[config.mk]
export PLATFORM = sky130hd
export DESIGN_NAME = polish_text_encoding_detector
export DESIGN_NICKNAME = d
export VERILOG_FILES = /design/src/rtl/core/pted_pkg.sv /design/src/rtl/core/polish_text_encoding_detector.sv /design/src/rtl/core/pted_front.sv /design/src/rtl/core/pted_fifo.sv /design/src/rtl/core/pted_back.sv
export VERILOG_INCLUDE_DIRS = /design/src /design/src/rtl/core
export SDC_FILE = /design/constraint.sdc
export NUM_CORES = 1
export LEC_CHECK = 0
export BUFFER_PORTS_ARGS = -buffer_cell sky130_fd_sc_hd__buf_2
export CAP_MARGIN = 40
export CORE_MARGIN = 5
export CORE_UTILIZATION = 36
export DETAILED_ROUTE_END_ITERATION = 7
export GPL_TIMING_DRIVEN = 0
export PLACE_DENSITY = 0.51
export REMOVE_ABC_BUFFERS = 1
export SETUP_SLACK_MARGIN = 0.4
export SLEW_MARGIN = 0
export SYNTH_ARGS = -nofsm -noshare
export SYNTH_HDL_FRONTEND = slang
export SYNTH_SLANG_ARGS = --single-unit
export TNS_END_PERCENT = 50
[constraint.sdc]
create_clock -name clk -period 5.3 [get_ports clk]
set_input_delay 1.06 -clock clk [delete_from_list [all_inputs] [get_ports clk]]
set_output_delay 1.06 -clock clk [all_outputs]
set_load 0.02 [all_outputs]
[src/rtl/core/polish_text_encoding_detector_defines.svh]
// Assertion macros shared by the encoding detector RTL.
// Depends on nothing; users must have clk and arst_n in scope.
`ifndef POLISH_TEXT_ENCODING_DETECTOR_DEFINES_SVH
`define POLISH_TEXT_ENCODING_DETECTOR_DEFINES_SVH

// The consequent must hold in the same cycle as the antecedent.
`define PTED_ASSERT_SAME(label, ante, cons) \
	label: assert property (@(posedge clk) disable iff (!arst_n) (ante) |-> (cons)) \
		else $error("pted assertion failed");

// The consequent must hold in the cycle after the antecedent.
`define PTED_ASSERT_NEXT(label, ante, cons) \
	label: assert property (@(posedge clk) disable iff (!arst_n) (ante) |=> (cons)) \
		else $error("pted assertion failed");

`endif

[src/rtl/core/pted_pkg.sv]
// Types, code points and lookup tables of the encoding detector.
// Depends on nothing; used by every module of the block.
package pted_pkg;

	localparam int LETTERS = 18;

	localparam logic [2:0] ENC_UNKNOWN = 3'd0;
	localparam logic [2:0] ENC_U8_BOM  = 3'd1;
	localparam logic [2:0] ENC_U8      = 3'd2;
	localparam logic [2:0] ENC_UTF16LE = 3'd3;
	localparam logic [2:0] ENC_CP1250  = 3'd4;
	localparam logic [2:0] ENC_LATIN2  = 3'd5;
	localparam logic [2:0] ENC_CP852   = 3'd6;

	localparam logic [7:0] BOM_0 = 8'hef;
	localparam logic [7:0] BOM_1 = 8'hbb;
	localparam logic [7:0] BOM_2 = 8'hbf;
	localparam logic [7:0] CHAR_LF = 8'h0a;
	localparam logic [7:0] CHAR_CR = 8'h0d;
	localparam logic [7:0] PRINT_LO = 8'h20;

	typedef logic [7:0] byte_tab_t [LETTERS];
	typedef logic [15:0] word_tab_t [LETTERS];

	localparam byte_tab_t TAB_CP1250 = '{
		8'hb9, 8'he6, 8'hea, 8'hb3, 8'hf1, 8'hf3, 8'h9c, 8'h9f, 8'hbf,
		8'ha5, 8'hc6, 8'hca, 8'ha3, 8'hd1, 8'hd3, 8'h8c, 8'h8f, 8'haf};
	localparam byte_tab_t TAB_ISO2 = '{
		8'hb1, 8'he6, 8'hea, 8'hb3, 8'hf1, 8'hf3, 8'hb6, 8'hbc, 8'hbf,
		8'ha1, 8'hc6, 8'hca, 8'ha3, 8'hd1, 8'hd3, 8'ha6, 8'hac, 8'haf};
	localparam byte_tab_t TAB_CP852 = '{
		8'ha5, 8'h86, 8'ha9, 8'h88, 8'he4, 8'ha2, 8'h98, 8'hab, 8'hbe,
		8'ha4, 8'h8f, 8'ha8, 8'h9d, 8'he3, 8'he0, 8'h97, 8'h8d, 8'hbd};
	// Lead byte in the low half, continuation byte in the high half.
	localparam word_tab_t TAB_UTF8 = '{
		16'h85c4, 16'h87c4, 16'h99c4, 16'h82c5, 16'h84c5, 16'hb3c3,
		16'h9bc5, 16'hbac5, 16'hbcc5, 16'h84c4, 16'h86c4, 16'h98c4,
		16'h81c5, 16'h83c5, 16'h93c3, 16'h9ac5, 16'hb9c5, 16'hbbc5};
	localparam word_tab_t TAB_WIDE = '{
		16'h0105, 16'h0107, 16'h0119, 16'h0142, 16'h0144, 16'h00f3,
		16'h015b, 16'h017a, 16'h017c, 16'h0104, 16'h0106, 16'h0118,
		16'h0141, 16'h0143, 16'h00d3, 16'h015a, 16'h0179, 16'h017b};

	typedef struct packed {
		logic [7:0] byte_value;
		logic       last;
		logic       utf8_single;
		logic [2:0] sb_ok;
	} item_t;

	typedef struct packed {
		logic full;
		logic empty;
	} fifo_status_t;

	function automatic logic in_bytes(input byte_tab_t tab, input logic [7:0] v);
		logic hit;
		hit = 1'b0;
		for (int k = 0; k < LETTERS; k++) begin
			hit = hit | (tab[k] == v);
		end
		return hit;
	endfunction

	function automatic logic in_words(input word_tab_t tab, input logic [15:0] v);
		logic hit;
		hit = 1'b0;
		for (int k = 0; k < LETTERS; k++) begin
			hit = hit | (tab[k] == v);
		end
		return hit;
	endfunction

	function automatic logic printable(input logic [7:0] v);
		return (v >= PRINT_LO) && !v[7];
	endfunction

endpackage

[src/rtl/core/polish_text_encoding_detector.sv]
// Top level of the Polish text encoding detector.
// Depends on pted_pkg, pted_front, pted_fifo and pted_back.
//
//   channel  | direction | handshake    | payload
//   ---------+-----------+--------------+-------------------
//   input    | in        | push / full  | byte_value, last
//   result   | out       | empty / pop  | encoding
//
// One byte per cycle sustained unless a last byte waits on an untaken result;
// a last byte passes the front register, the queue and the result register,
// in that order, before its result is on the ports.
// The queue between front and back holds QUEUE_DEPTH bytes; the result
// register holds one answer, and bytes keep flowing while it waits unless
// the next last byte arrives. Reset clears all check state immediately.
module polish_text_encoding_detector #(
	parameter int QUEUE_DEPTH = 2
) (
	input  logic       clk,
	input  logic       arst_n,
	input  logic       push,
	output logic       full,
	input  logic [7:0] byte_value,
	input  logic       last,
	output logic       empty,
	input  logic       pop,
	output logic [2:0] encoding
);

	pted_pkg::fifo_status_t q_status;
	pted_pkg::item_t        wr_item;
	pted_pkg::item_t        rd_item;
	logic                   q_push;
	logic                   q_pop;

	pted_front u_front (
		.clk        (clk),
		.arst_n     (arst_n),
		.push       (push),
		.full       (full),
		.byte_value (byte_value),
		.last       (last),
		.q_status   (q_status),
		.q_push     (q_push),
		.q_item     (wr_item)
	);

	pted_fifo #(
		.DEPTH (QUEUE_DEPTH)
	) u_fifo (
		.clk     (clk),
		.arst_n  (arst_n),
		.wr_en   (q_push),
		.wr_item (wr_item),
		.rd_en   (q_pop),
		.rd_item (rd_item),
		.status  (q_status)
	);

	pted_back u_back (
		.clk      (clk),
		.arst_n   (arst_n),
		.q_status (q_status),
		.q_item   (rd_item),
		.q_pop    (q_pop),
		.empty    (empty),
		.pop      (pop),
		.encoding (encoding)
	);

endmodule

[src/rtl/core/pted_front.sv]
// Input stage: takes bytes, classifies them against the code page tables.
// Depends on pted_pkg; feeds the queue in pted_fifo.
module pted_front (
	input  logic                  clk,
	input  logic                  arst_n,
	input  logic                  push,
	output logic                  full,
	input  logic [7:0]            byte_value,
	input  logic                  last,
	input  pted_pkg::fifo_status_t q_status,
	output logic                  q_push,
	output pted_pkg::item_t       q_item
);

	logic            valid_s1;
	pted_pkg::item_t item_s1;
	pted_pkg::item_t item_c;
	logic            advance;
	logic            accept;
	logic            is_print;

	assign advance = valid_s1 && !q_status.full;
	assign full    = valid_s1 && q_status.full;
	assign accept  = push && !full;

	always_comb begin
		is_print            = pted_pkg::printable(byte_value);
		item_c.byte_value   = byte_value;
		item_c.last         = last;
		item_c.utf8_single  = is_print || (byte_value == pted_pkg::CHAR_LF) ||
			(byte_value == pted_pkg::CHAR_CR);
		item_c.sb_ok[0]     = is_print || pted_pkg::in_bytes(pted_pkg::TAB_CP1250, byte_value);
		item_c.sb_ok[1]     = is_print || pted_pkg::in_bytes(pted_pkg::TAB_ISO2, byte_value);
		item_c.sb_ok[2]     = is_print || pted_pkg::in_bytes(pted_pkg::TAB_CP852, byte_value);
	end

	always_ff @(posedge clk or negedge arst_n) begin
		if (!arst_n) begin
			valid_s1 <= 1'b0;
		end else if (accept) begin
			valid_s1 <= 1'b1;
		end else if (advance) begin
			valid_s1 <= 1'b0;
		end
	end

	always_ff @(posedge clk) begin
		if (accept) begin
			item_s1 <= item_c;
		end
	end

	assign q_push = advance;
	assign q_item = item_s1;

endmodule

[src/rtl/core/pted_fifo.sv]
// Short queue of classified bytes between the front and back stages.
// Depends on pted_pkg and the assertion macros header.
`include "polish_text_encoding_detector_defines.svh"
module pted_fifo #(
	parameter int DEPTH = 2
) (
	input  logic                   clk,
	input  logic                   arst_n,
	input  logic                   wr_en,
	input  pted_pkg::item_t        wr_item,
	input  logic                   rd_en,
	output pted_pkg::item_t        rd_item,
	output pted_pkg::fifo_status_t status
);

	localparam int PTR_W = (DEPTH > 1) ? $clog2(DEPTH) : 1;
	localparam int CNT_W = $clog2(DEPTH + 1);

	pted_pkg::item_t  slots_q [DEPTH];
	logic [PTR_W-1:0] wr_ptr_q;
	logic [PTR_W-1:0] rd_ptr_q;
	logic [CNT_W-1:0] count_q;

	assign status.full  = (count_q == CNT_W'(DEPTH));
	assign status.empty = (count_q == '0);
	assign rd_item      = slots_q[rd_ptr_q];

	always_ff @(posedge clk or negedge arst_n) begin
		if (!arst_n) begin
			wr_ptr_q <= '0;
			rd_ptr_q <= '0;
			count_q  <= '0;
		end else begin
			if (wr_en) begin
				wr_ptr_q <= (wr_ptr_q == PTR_W'(DEPTH - 1)) ? '0 : wr_ptr_q + 1'b1;
			end
			if (rd_en) begin
				rd_ptr_q <= (rd_ptr_q == PTR_W'(DEPTH - 1)) ? '0 : rd_ptr_q + 1'b1;
			end
			if (wr_en && !rd_en) begin
				count_q <= count_q + 1'b1;
			end else if (rd_en && !wr_en) begin
				count_q <= count_q - 1'b1;
			end
		end
	end

	always_ff @(posedge clk) begin
		if (wr_en) begin
			slots_q[wr_ptr_q] <= wr_item;
		end
	end

	`PTED_ASSERT_SAME(a_no_write_when_full, wr_en, !status.full)
	`PTED_ASSERT_SAME(a_no_read_when_empty, rd_en, !status.empty)
	`PTED_ASSERT_SAME(a_count_bounded, 1'b1, count_q <= CNT_W'(DEPTH))

endmodule

[src/rtl/core/pted_back.sv]
// Back stage: runs the BOM, UTF-8, UTF-16LE and single-byte checks and
// holds the result register. Depends on pted_pkg and the macros header.
`include "polish_text_encoding_detector_defines.svh"
module pted_back (
	input  logic                   clk,
	input  logic                   arst_n,
	input  pted_pkg::fifo_status_t q_status,
	input  pted_pkg::item_t        q_item,
	output logic                   q_pop,
	output logic                   empty,
	input  logic                   pop,
	output logic [2:0]             encoding
);

	logic [1:0] pos_q;
	logic       bom_q;
	logic       u8ok_q;
	logic       u8pend_q;
	logic [7:0] u8first_q;
	logic       wok_q;
	logic       wodd_q;
	logic [7:0] wlow_q;
	logic [2:0] sb_q;
	logic       out_valid_q;
	logic [2:0] enc_q;

	logic [7:0] b;
	logic       bom_n;
	logic       bom_flag;
	logic       u8ok_n;
	logic       u8pend_n;
	logic       wok_n;
	logic       wodd_n;
	logic [2:0] sb_n;
	logic       u8_final;
	logic       w_final;
	logic       wide_print;
	logic [2:0] enc_n;
	logic       out_take;
	logic       done;

	assign out_take = pop && out_valid_q;
	assign q_pop    = !q_status.empty && (!q_item.last || !out_valid_q || out_take);
	assign done     = q_pop && q_item.last;
	assign b        = q_item.byte_value;

	always_comb begin
		unique case (pos_q)
			2'd0:    bom_n = bom_q && (b == pted_pkg::BOM_0);
			2'd1:    bom_n = bom_q && (b == pted_pkg::BOM_1);
			2'd2:    bom_n = bom_q && (b == pted_pkg::BOM_2);
			default: bom_n = bom_q;
		endcase
		bom_flag = bom_n && pos_q[1];

		u8ok_n   = u8ok_q;
		u8pend_n = u8pend_q;
		if (u8pend_q) begin
			u8ok_n   = u8ok_q && pted_pkg::in_words(pted_pkg::TAB_UTF8, {b, u8first_q});
			u8pend_n = 1'b0;
		end else if (!q_item.utf8_single) begin
			u8pend_n = 1'b1;
		end

		wide_print = (b == 8'h00) && pted_pkg::printable(wlow_q);
		wok_n      = wok_q;
		wodd_n     = !wodd_q;
		if (wodd_q) begin
			wok_n = wok_q && (wide_print ||
				pted_pkg::in_words(pted_pkg::TAB_WIDE, {b, wlow_q}));
		end

		sb_n     = sb_q & q_item.sb_ok;
		u8_final = u8ok_n && !u8pend_n;
		w_final  = wok_n && !wodd_n;

		if (bom_flag) begin
			enc_n = pted_pkg::ENC_U8_BOM;
		end else if (u8_final) begin
			enc_n = pted_pkg::ENC_U8;
		end else if (w_final) begin
			enc_n = pted_pkg::ENC_UTF16LE;
		end else if (sb_n[0]) begin
			enc_n = pted_pkg::ENC_CP1250;
		end else if (sb_n[1]) begin
			enc_n = pted_pkg::ENC_LATIN2;
		end else if (sb_n[2]) begin
			enc_n = pted_pkg::ENC_CP852;
		end else begin
			enc_n = pted_pkg::ENC_UNKNOWN;
		end
	end

	always_ff @(posedge clk or negedge arst_n) begin
		if (!arst_n) begin
			pos_q       <= 2'd0;
			bom_q       <= 1'b1;
			u8ok_q      <= 1'b1;
			u8pend_q    <= 1'b0;
			u8first_q   <= 8'h00;
			wok_q       <= 1'b1;
			wodd_q      <= 1'b0;
			wlow_q      <= 8'h00;
			sb_q        <= 3'b111;
			out_valid_q <= 1'b0;
		end else begin
			if (done) begin
				pos_q     <= 2'd0;
				bom_q     <= 1'b1;
				u8ok_q    <= 1'b1;
				u8pend_q  <= 1'b0;
				u8first_q <= 8'h00;
				wok_q     <= 1'b1;
				wodd_q    <= 1'b0;
				wlow_q    <= 8'h00;
				sb_q      <= 3'b111;
			end else if (q_pop) begin
				if (pos_q != 2'd3) begin
					pos_q <= pos_q + 2'd1;
				end
				bom_q    <= bom_n;
				u8ok_q   <= u8ok_n;
				u8pend_q <= u8pend_n;
				if (!u8pend_q && !q_item.utf8_single) begin
					u8first_q <= b;
				end
				wok_q  <= wok_n;
				wodd_q <= wodd_n;
				if (!wodd_q) begin
					wlow_q <= b;
				end
				sb_q <= sb_n;
			end
			if (done) begin
				out_valid_q <= 1'b1;
			end else if (out_take) begin
				out_valid_q <= 1'b0;
			end
		end
	end

	always_ff @(posedge clk) begin
		if (done) begin
			enc_q <= enc_n;
		end
	end

	assign empty    = !out_valid_q;
	assign encoding = enc_q;

	`PTED_ASSERT_SAME(a_no_result_overwrite, done && out_valid_q, out_take)
	`PTED_ASSERT_NEXT(a_result_after_last, done, out_valid_q)
	`PTED_ASSERT_NEXT(a_state_cleared, done, pos_q == 2'd0 && bom_q && sb_q == 3'b111)

endmodule

# == Yosys cells after proc, flatten, opt, wreduce, memory -nomap -nowiden ==
# Memory sizes are Yosys's and may differ from the RTL's.
# Index checks and enable logic that the tools add are counted.
# totals
output_inout_bits,5
regBits,48
mem_bits_rw,26
memories,1
input_bits,13
# op_classes
n_reduce_logical,54
n_lt_le_gt_ge,2
n_bitwise,86
mux,41
eq_ne,86
n_addsub,5
# memory_table
name,depth,word_bits,read_ports,rd_ports_with_merged_regs,write_ports,line,text
u_fifo.slots_q,2,13,1,0,1,pted_fifo.sv:19,pted_pkg::item_t slots_q [DEPTH];
# op_table
op,n
"equality test 8 bit, first input constant",40
"equality test 16 bit, first input constant",18
"equality test 9 x 16 -> 1 bit, first input constant",16
OR 1 bit,85
2-to-1 mux 8 bit,6
"equality test 8 x 16 -> 1 bit, first input constant",2
"equality test 8 bit, second input constant",3
2-to-1 mux 1 bit,22
logical AND 1 bit,20
"equality test 8 x 4 -> 1 bit, second input constant",2
"greater-or-equal comparator 8 x 6 -> 1 bit, second input constant",2
2-to-1 mux 3 bit,5
2-to-1 mux 2 bit,7
logical NOT 1 bit,13
nonzero test 2 bit,6
logical NOT 8 bit,1
logical OR 1 bit,8
AND reduction 2 bit,3
"adder 2 x 1 -> 2 bit, second input constant",2
"equality test 2 bit, second input constant",2
logical NOT 2 bit,2
"inequality test 2 bit, second input constant",2
bitwise AND 3 bit,1
one-hot mux 1 bit (3 select lines),1
other kinds (4),5

# == Depth between registers and ports, before layout ==
# An unclocked memory read counts as a cell.
# depth
word_depth,25
depth_mapped,9
ltp_nobuf,8

# == Hierarchy ==
# A second synthesis with hierarchy kept.
# unflattened
hier_cells,321
hier_area_um2,3661.0
# modules_own_cells
mod,cells_per_inst,area_per_inst_um2,n_inst
pted_back,185,1681.6,1
pted_fifo,56,1124.8,1
pted_front,80,854.6,1

# == Worst setup path after synthesis ==
# OpenSTA, ideal clock, no wires.
# synth_timing
path_type,input to register
from,in byte_value[4]
to,"reg u_front.item_s1 (netlist bit u_front.q_item[2]), data pin"
required_ns,5.030
path_stages,7
setup_time_ns,0.270
slack_ns,2.987
arrival_time_ns,2.043
cell_sequence,clkbuf_1 -> or3_1 -> o21a_1 -> o32ai_1 -> a32o_1 -> a21oi_1 -> o32ai_1
# synth_lines
element,line,text
"start, declared",polish_text_encoding_detector.sv:22,"input logic [7:0] byte_value,"
"end signal, assigned",pted_front.sv:49,item_s1 <= item_c;
"end, declared",pted_front.sv:16,pted_pkg::item_t item_s1;

# == Worst setup path in the final report ==
# layout_timing
from,reg u_fifo.rd_ptr_q
to,"reg u_back.enc_q[0], in the netlist u_back.encoding[0], data pin"
# layout_between
elab_chain_len,25
# layout_rtl
element,line,text
"start, declared",pted_fifo.sv:21,logic [PTR_W-1:0] rd_ptr_q;
"start signal, assigned",pted_fifo.sv:38,rd_ptr_q <= (rd_ptr_q == PTR_W'(DEPTH - 1)) ? '0 : rd_ptr_q + 1'b1;
memory read (2 x 13 bit) *,--,
equality test 9 x 16 -> 1 bit,pted_pkg.sv:69,hit = hit | (tab[k] == v);
OR 1 bit (17 in series),pted_pkg.sv:69,
logical OR 1 bit,pted_back.sv:69,wok_n = wok_q && (wide_print ||
logical AND 1 bit,pted_back.sv:69,
2-to-1 mux 1 bit,pted_back.sv:68,if (wodd_q) begin
logical AND 1 bit,pted_back.sv:75,w_final = wok_n && !wodd_n;
2-to-1 mux 2 bit,pted_back.sv:81,end else if (w_final) begin
2-to-1 mux 2 bit,pted_back.sv:79,end else if (u8_final) begin
"end signal, assigned",pted_back.sv:144,enc_q <= enc_n;
"end, declared",pted_back.sv:25,logic [2:0] enc_q;
# Every way passes the cells marked *; elsewhere a longest branch is shown, timed or not.
# A chain may end at the register's enable or synchronous reset.

==> results_dict.tcl <==
set metrics [dict create \
    fin_crit_sh_pct 54.2 \
    p_leak_nw 1.59 \
    grtUsageMet1_pct 17.0 \
    cp_top_family "compound AO/OA/AOI/OAI gates" \
    die-area_um2 12500 \
    cts_tree "yes" \
    drtPass1Iterations 4 \
    grt_max_degree 33 \
    clkSlewWorstSetupHoldPaths_ps 80 \
    worstSkewPairLatency_ps 350 \
    multi_input_area_um2 1570 \
    synth_area_um2 3740 \
    wirelength_um 7570 \
    yosysSeqAreaShare_pct 55.4 \
    regArea_um2 2070 \
    post_cts_buffers 0 \
    track_usage_pct 12.7 \
    io_pins 18 \
    hold_depth 0 \
    start_util_pct 36.5 \
    crit_required_ps 5400 \
    crit_path_start_kind "flip-flop" \
    instances_no_fill 485 \
    holdPathEnd "u_fifo.slots_q[0][7]" \
    nets 360 \
    synth_top_area_cell "edfxtp_1" \
    place_area_um2 3970 \
    cts_buffers 9 \
    grt_pass1_wl_um 12700 \
    crit_chain "buf_16 > nand2b_1 > a21boi_0 > nand4_1 > o32ai_1 > o21a_2 > o21bai_1" \
    arrival_ps 2970 \
    nFillCells 980 \
    antenna_cells 0 \
    cp_slowest_cell "dfrtp_1" \
    reg2regPathDepth 7 \
    status "finished, final reports clean" \
    synth.top_cell.area_share_pct 33.7 \
    clock-root-buffer "clkbuf_8" \
    ys_warn_count 0 \
    synth-seq-cells 74 \
    rows 37 \
    rsz0062_at_grt "no" \
    syn_to_final_growth_pct 12.2 \
    num_vias 2551 \
    synthFlopType "edfxtp_1" \
    drive_gt1_share_pct 17.5 \
    synthArstFlopShare_pct 43.2 \
    yosys.cell_types.count 64 \
    fin_worst_skew_ps 10.5 \
    synth_edf_count 42 \
    placedCellCount 469 \
    path_class "flip-flop to flip-flop" \
    reg2reg_from "u_fifo.rd_ptr_q" \
    max_stage_delay_ps 810 \
    viasPerCell 5.26 \
    clk_path_buf_depth 2 \
    cts.sink_count 74 \
    gr-usage-met2_pct 20.3 \
    drt_iter0_drc 177 \
    drv_cap 0 \
    cts_hold_buf 0 \
    grt-ovfl-total 0 \
    synth.avg_cell_area_um2 11.5 \
    drc 0 \
    design_area_um2 4190 \
    synth_most_common_cell "edfxtp_1" \
    maxSlewViolCount 0 \
    setup-tns-final_ps 0 \
    relSlewSlack_pct 52.2 \
    final_hold_viol_count 0 \
    ir_drop_uv 184 \
    htreeDepth 3 \
    critPathMaxFanout 23 \
    port_buffers 17 \
    layout_min_cycle_time_ps 2870 \
    worstMarginPinSlew_ps 713 \
    grt_most_used_layer "met2" \
    synthTopCellsByCount "edfxtp_1, nand2_1, dfrtp_1" \
    gr-usage-met3_pct 2.07 \
    r2r-end "u_back.encoding[0]" \
    grt_pass1_vias 2521 \
    wire_per_inst_um 15.6 \
    final_util_pct 41.0 \
    die_h_um 112 \
    worst_setup_path_end_kind "flip-flop" \
    fp.coreArea_um2 10200 \
    powerDensity_nw_per_um2 574 \
    setup_viol 0 \
    synth_top_cells_by_area "edfxtp_1, dfrtp_1, dfstp_2, nand2_1, o21ai_0" \
    fmax_mhz 348 \
    syn_inst 324 \
    gp_congestion 0.823 \
    p_total_mw 2.41 \
    r2r_slack_ps 2430 \
    hp-class "flip-flop to flip-flop" \
    cts_resized 0 \
    ant_nets 0 \
    die_x_um 112 \
    antenna_found_initial 0 \
    hp-start "u_front.q_item[7]" \
    crit_buf_inv 1 \
    dpl.hpwl_um 5540 \
]
-- logic make-up (layout without fill, tap and decap cells) --
family / after synthesis / after routing / synth area share [%]
and+or+nand+nor: 123 / 123 / 18.3
adders and majority gates: 3 / 3 / 1.00
muxes: 15 / 15 / 4.32
DFF: 74 / 74 / 55.4
buffers and inverters: 19 / 44 / 2.61
xor gates and xnor gates: 13 / 13 / 3.05
AOI/OAI and AO/OA: 77 / 77 / 15.3
-- layout make-up --
| cell class | count | share of cell area (%) |
|---|---|---|
| clock inverter | 7 | 2.42 |
| timing repair buffer | 19 | 2.95 |
| sequential | 74 | 49.4 |
| tap | 136 | 4.06 |
| clock buffer | 9 | 2.95 |
| inverter | 9 | 0.806 |
| multi-input combinational | 231 | 37.5 |
-- flip-flops by register name (all words and copies together), names as in the netlist, 2 cells and up --
name	cells
u_fifo.slots_q	26
u_front.q_item	13
u_back.u8first_q	8
u_back.wlow_q	8
u_back.encoding	3
u_back.sb_q	3
u_back.pos_q	2
u_fifo.count_q	2
-- per-stage QoR --
stage	setup slack (ps)	hold WS, ps
after floorplan	2720	421
after global placement	2100	424
after detailed placement	2470	436
after CTS	2450	452
after global routing	2320	457
final	2430	449
-- worst max-delay path by stage --
stage / startpoint / endpoint / depth (start not counted)
final: u_fifo.rd_ptr_q / u_back.encoding[0] / 7
after global routing: u_fifo.rd_ptr_q / u_back.encoding[0] / 7
after CTS: u_fifo.rd_ptr_q / u_back.encoding[0] / 7
after detailed placement: u_fifo.rd_ptr_q / u_back.encoding[0] / 7
after global placement: u_fifo.rd_ptr_q / u_back.encoding[0] / 6
after floorplan: u_fifo.rd_ptr_q / u_back.encoding[1] / 6
-- routing by layer --
| metal | vias to the layer above | share of wire (%) |
|---|---|---|
| li1 | 1254 | - |
| met2 | 40 | 49 |
| met5 | - | 0 |
| met1 | 1247 | 48 |
| met3 | 10 | 2.7 |
| met4 | 0 | 1.1 |
-- placed cells by master, fill, tap and decap left out, types with 6 or more instances in the layout --
master,instances
a21oi_1,13
xnor2_1,8
dfstp_2,6
o21ai_0,18
nor2b_1,7
clkbuf_8,9
dfrtp_1,26
nand2_1,33
nand2b_1,7
mux2_2,8
inv_1,9
buf_2,17
edfxtp_1,42
mux2i_1,6
a22o_1,8
nand3_1,7
nor2_1,23
-- report_power, final --
group          internal, mW  total (mW)  leakage (nW)  switching [mW]
logic                 0.385       0.896         0.687           0.511
clock network         0.269       0.487         0.106           0.218
registers             0.853        1.03         0.793           0.172
Power figures use the tool's default switching activity.
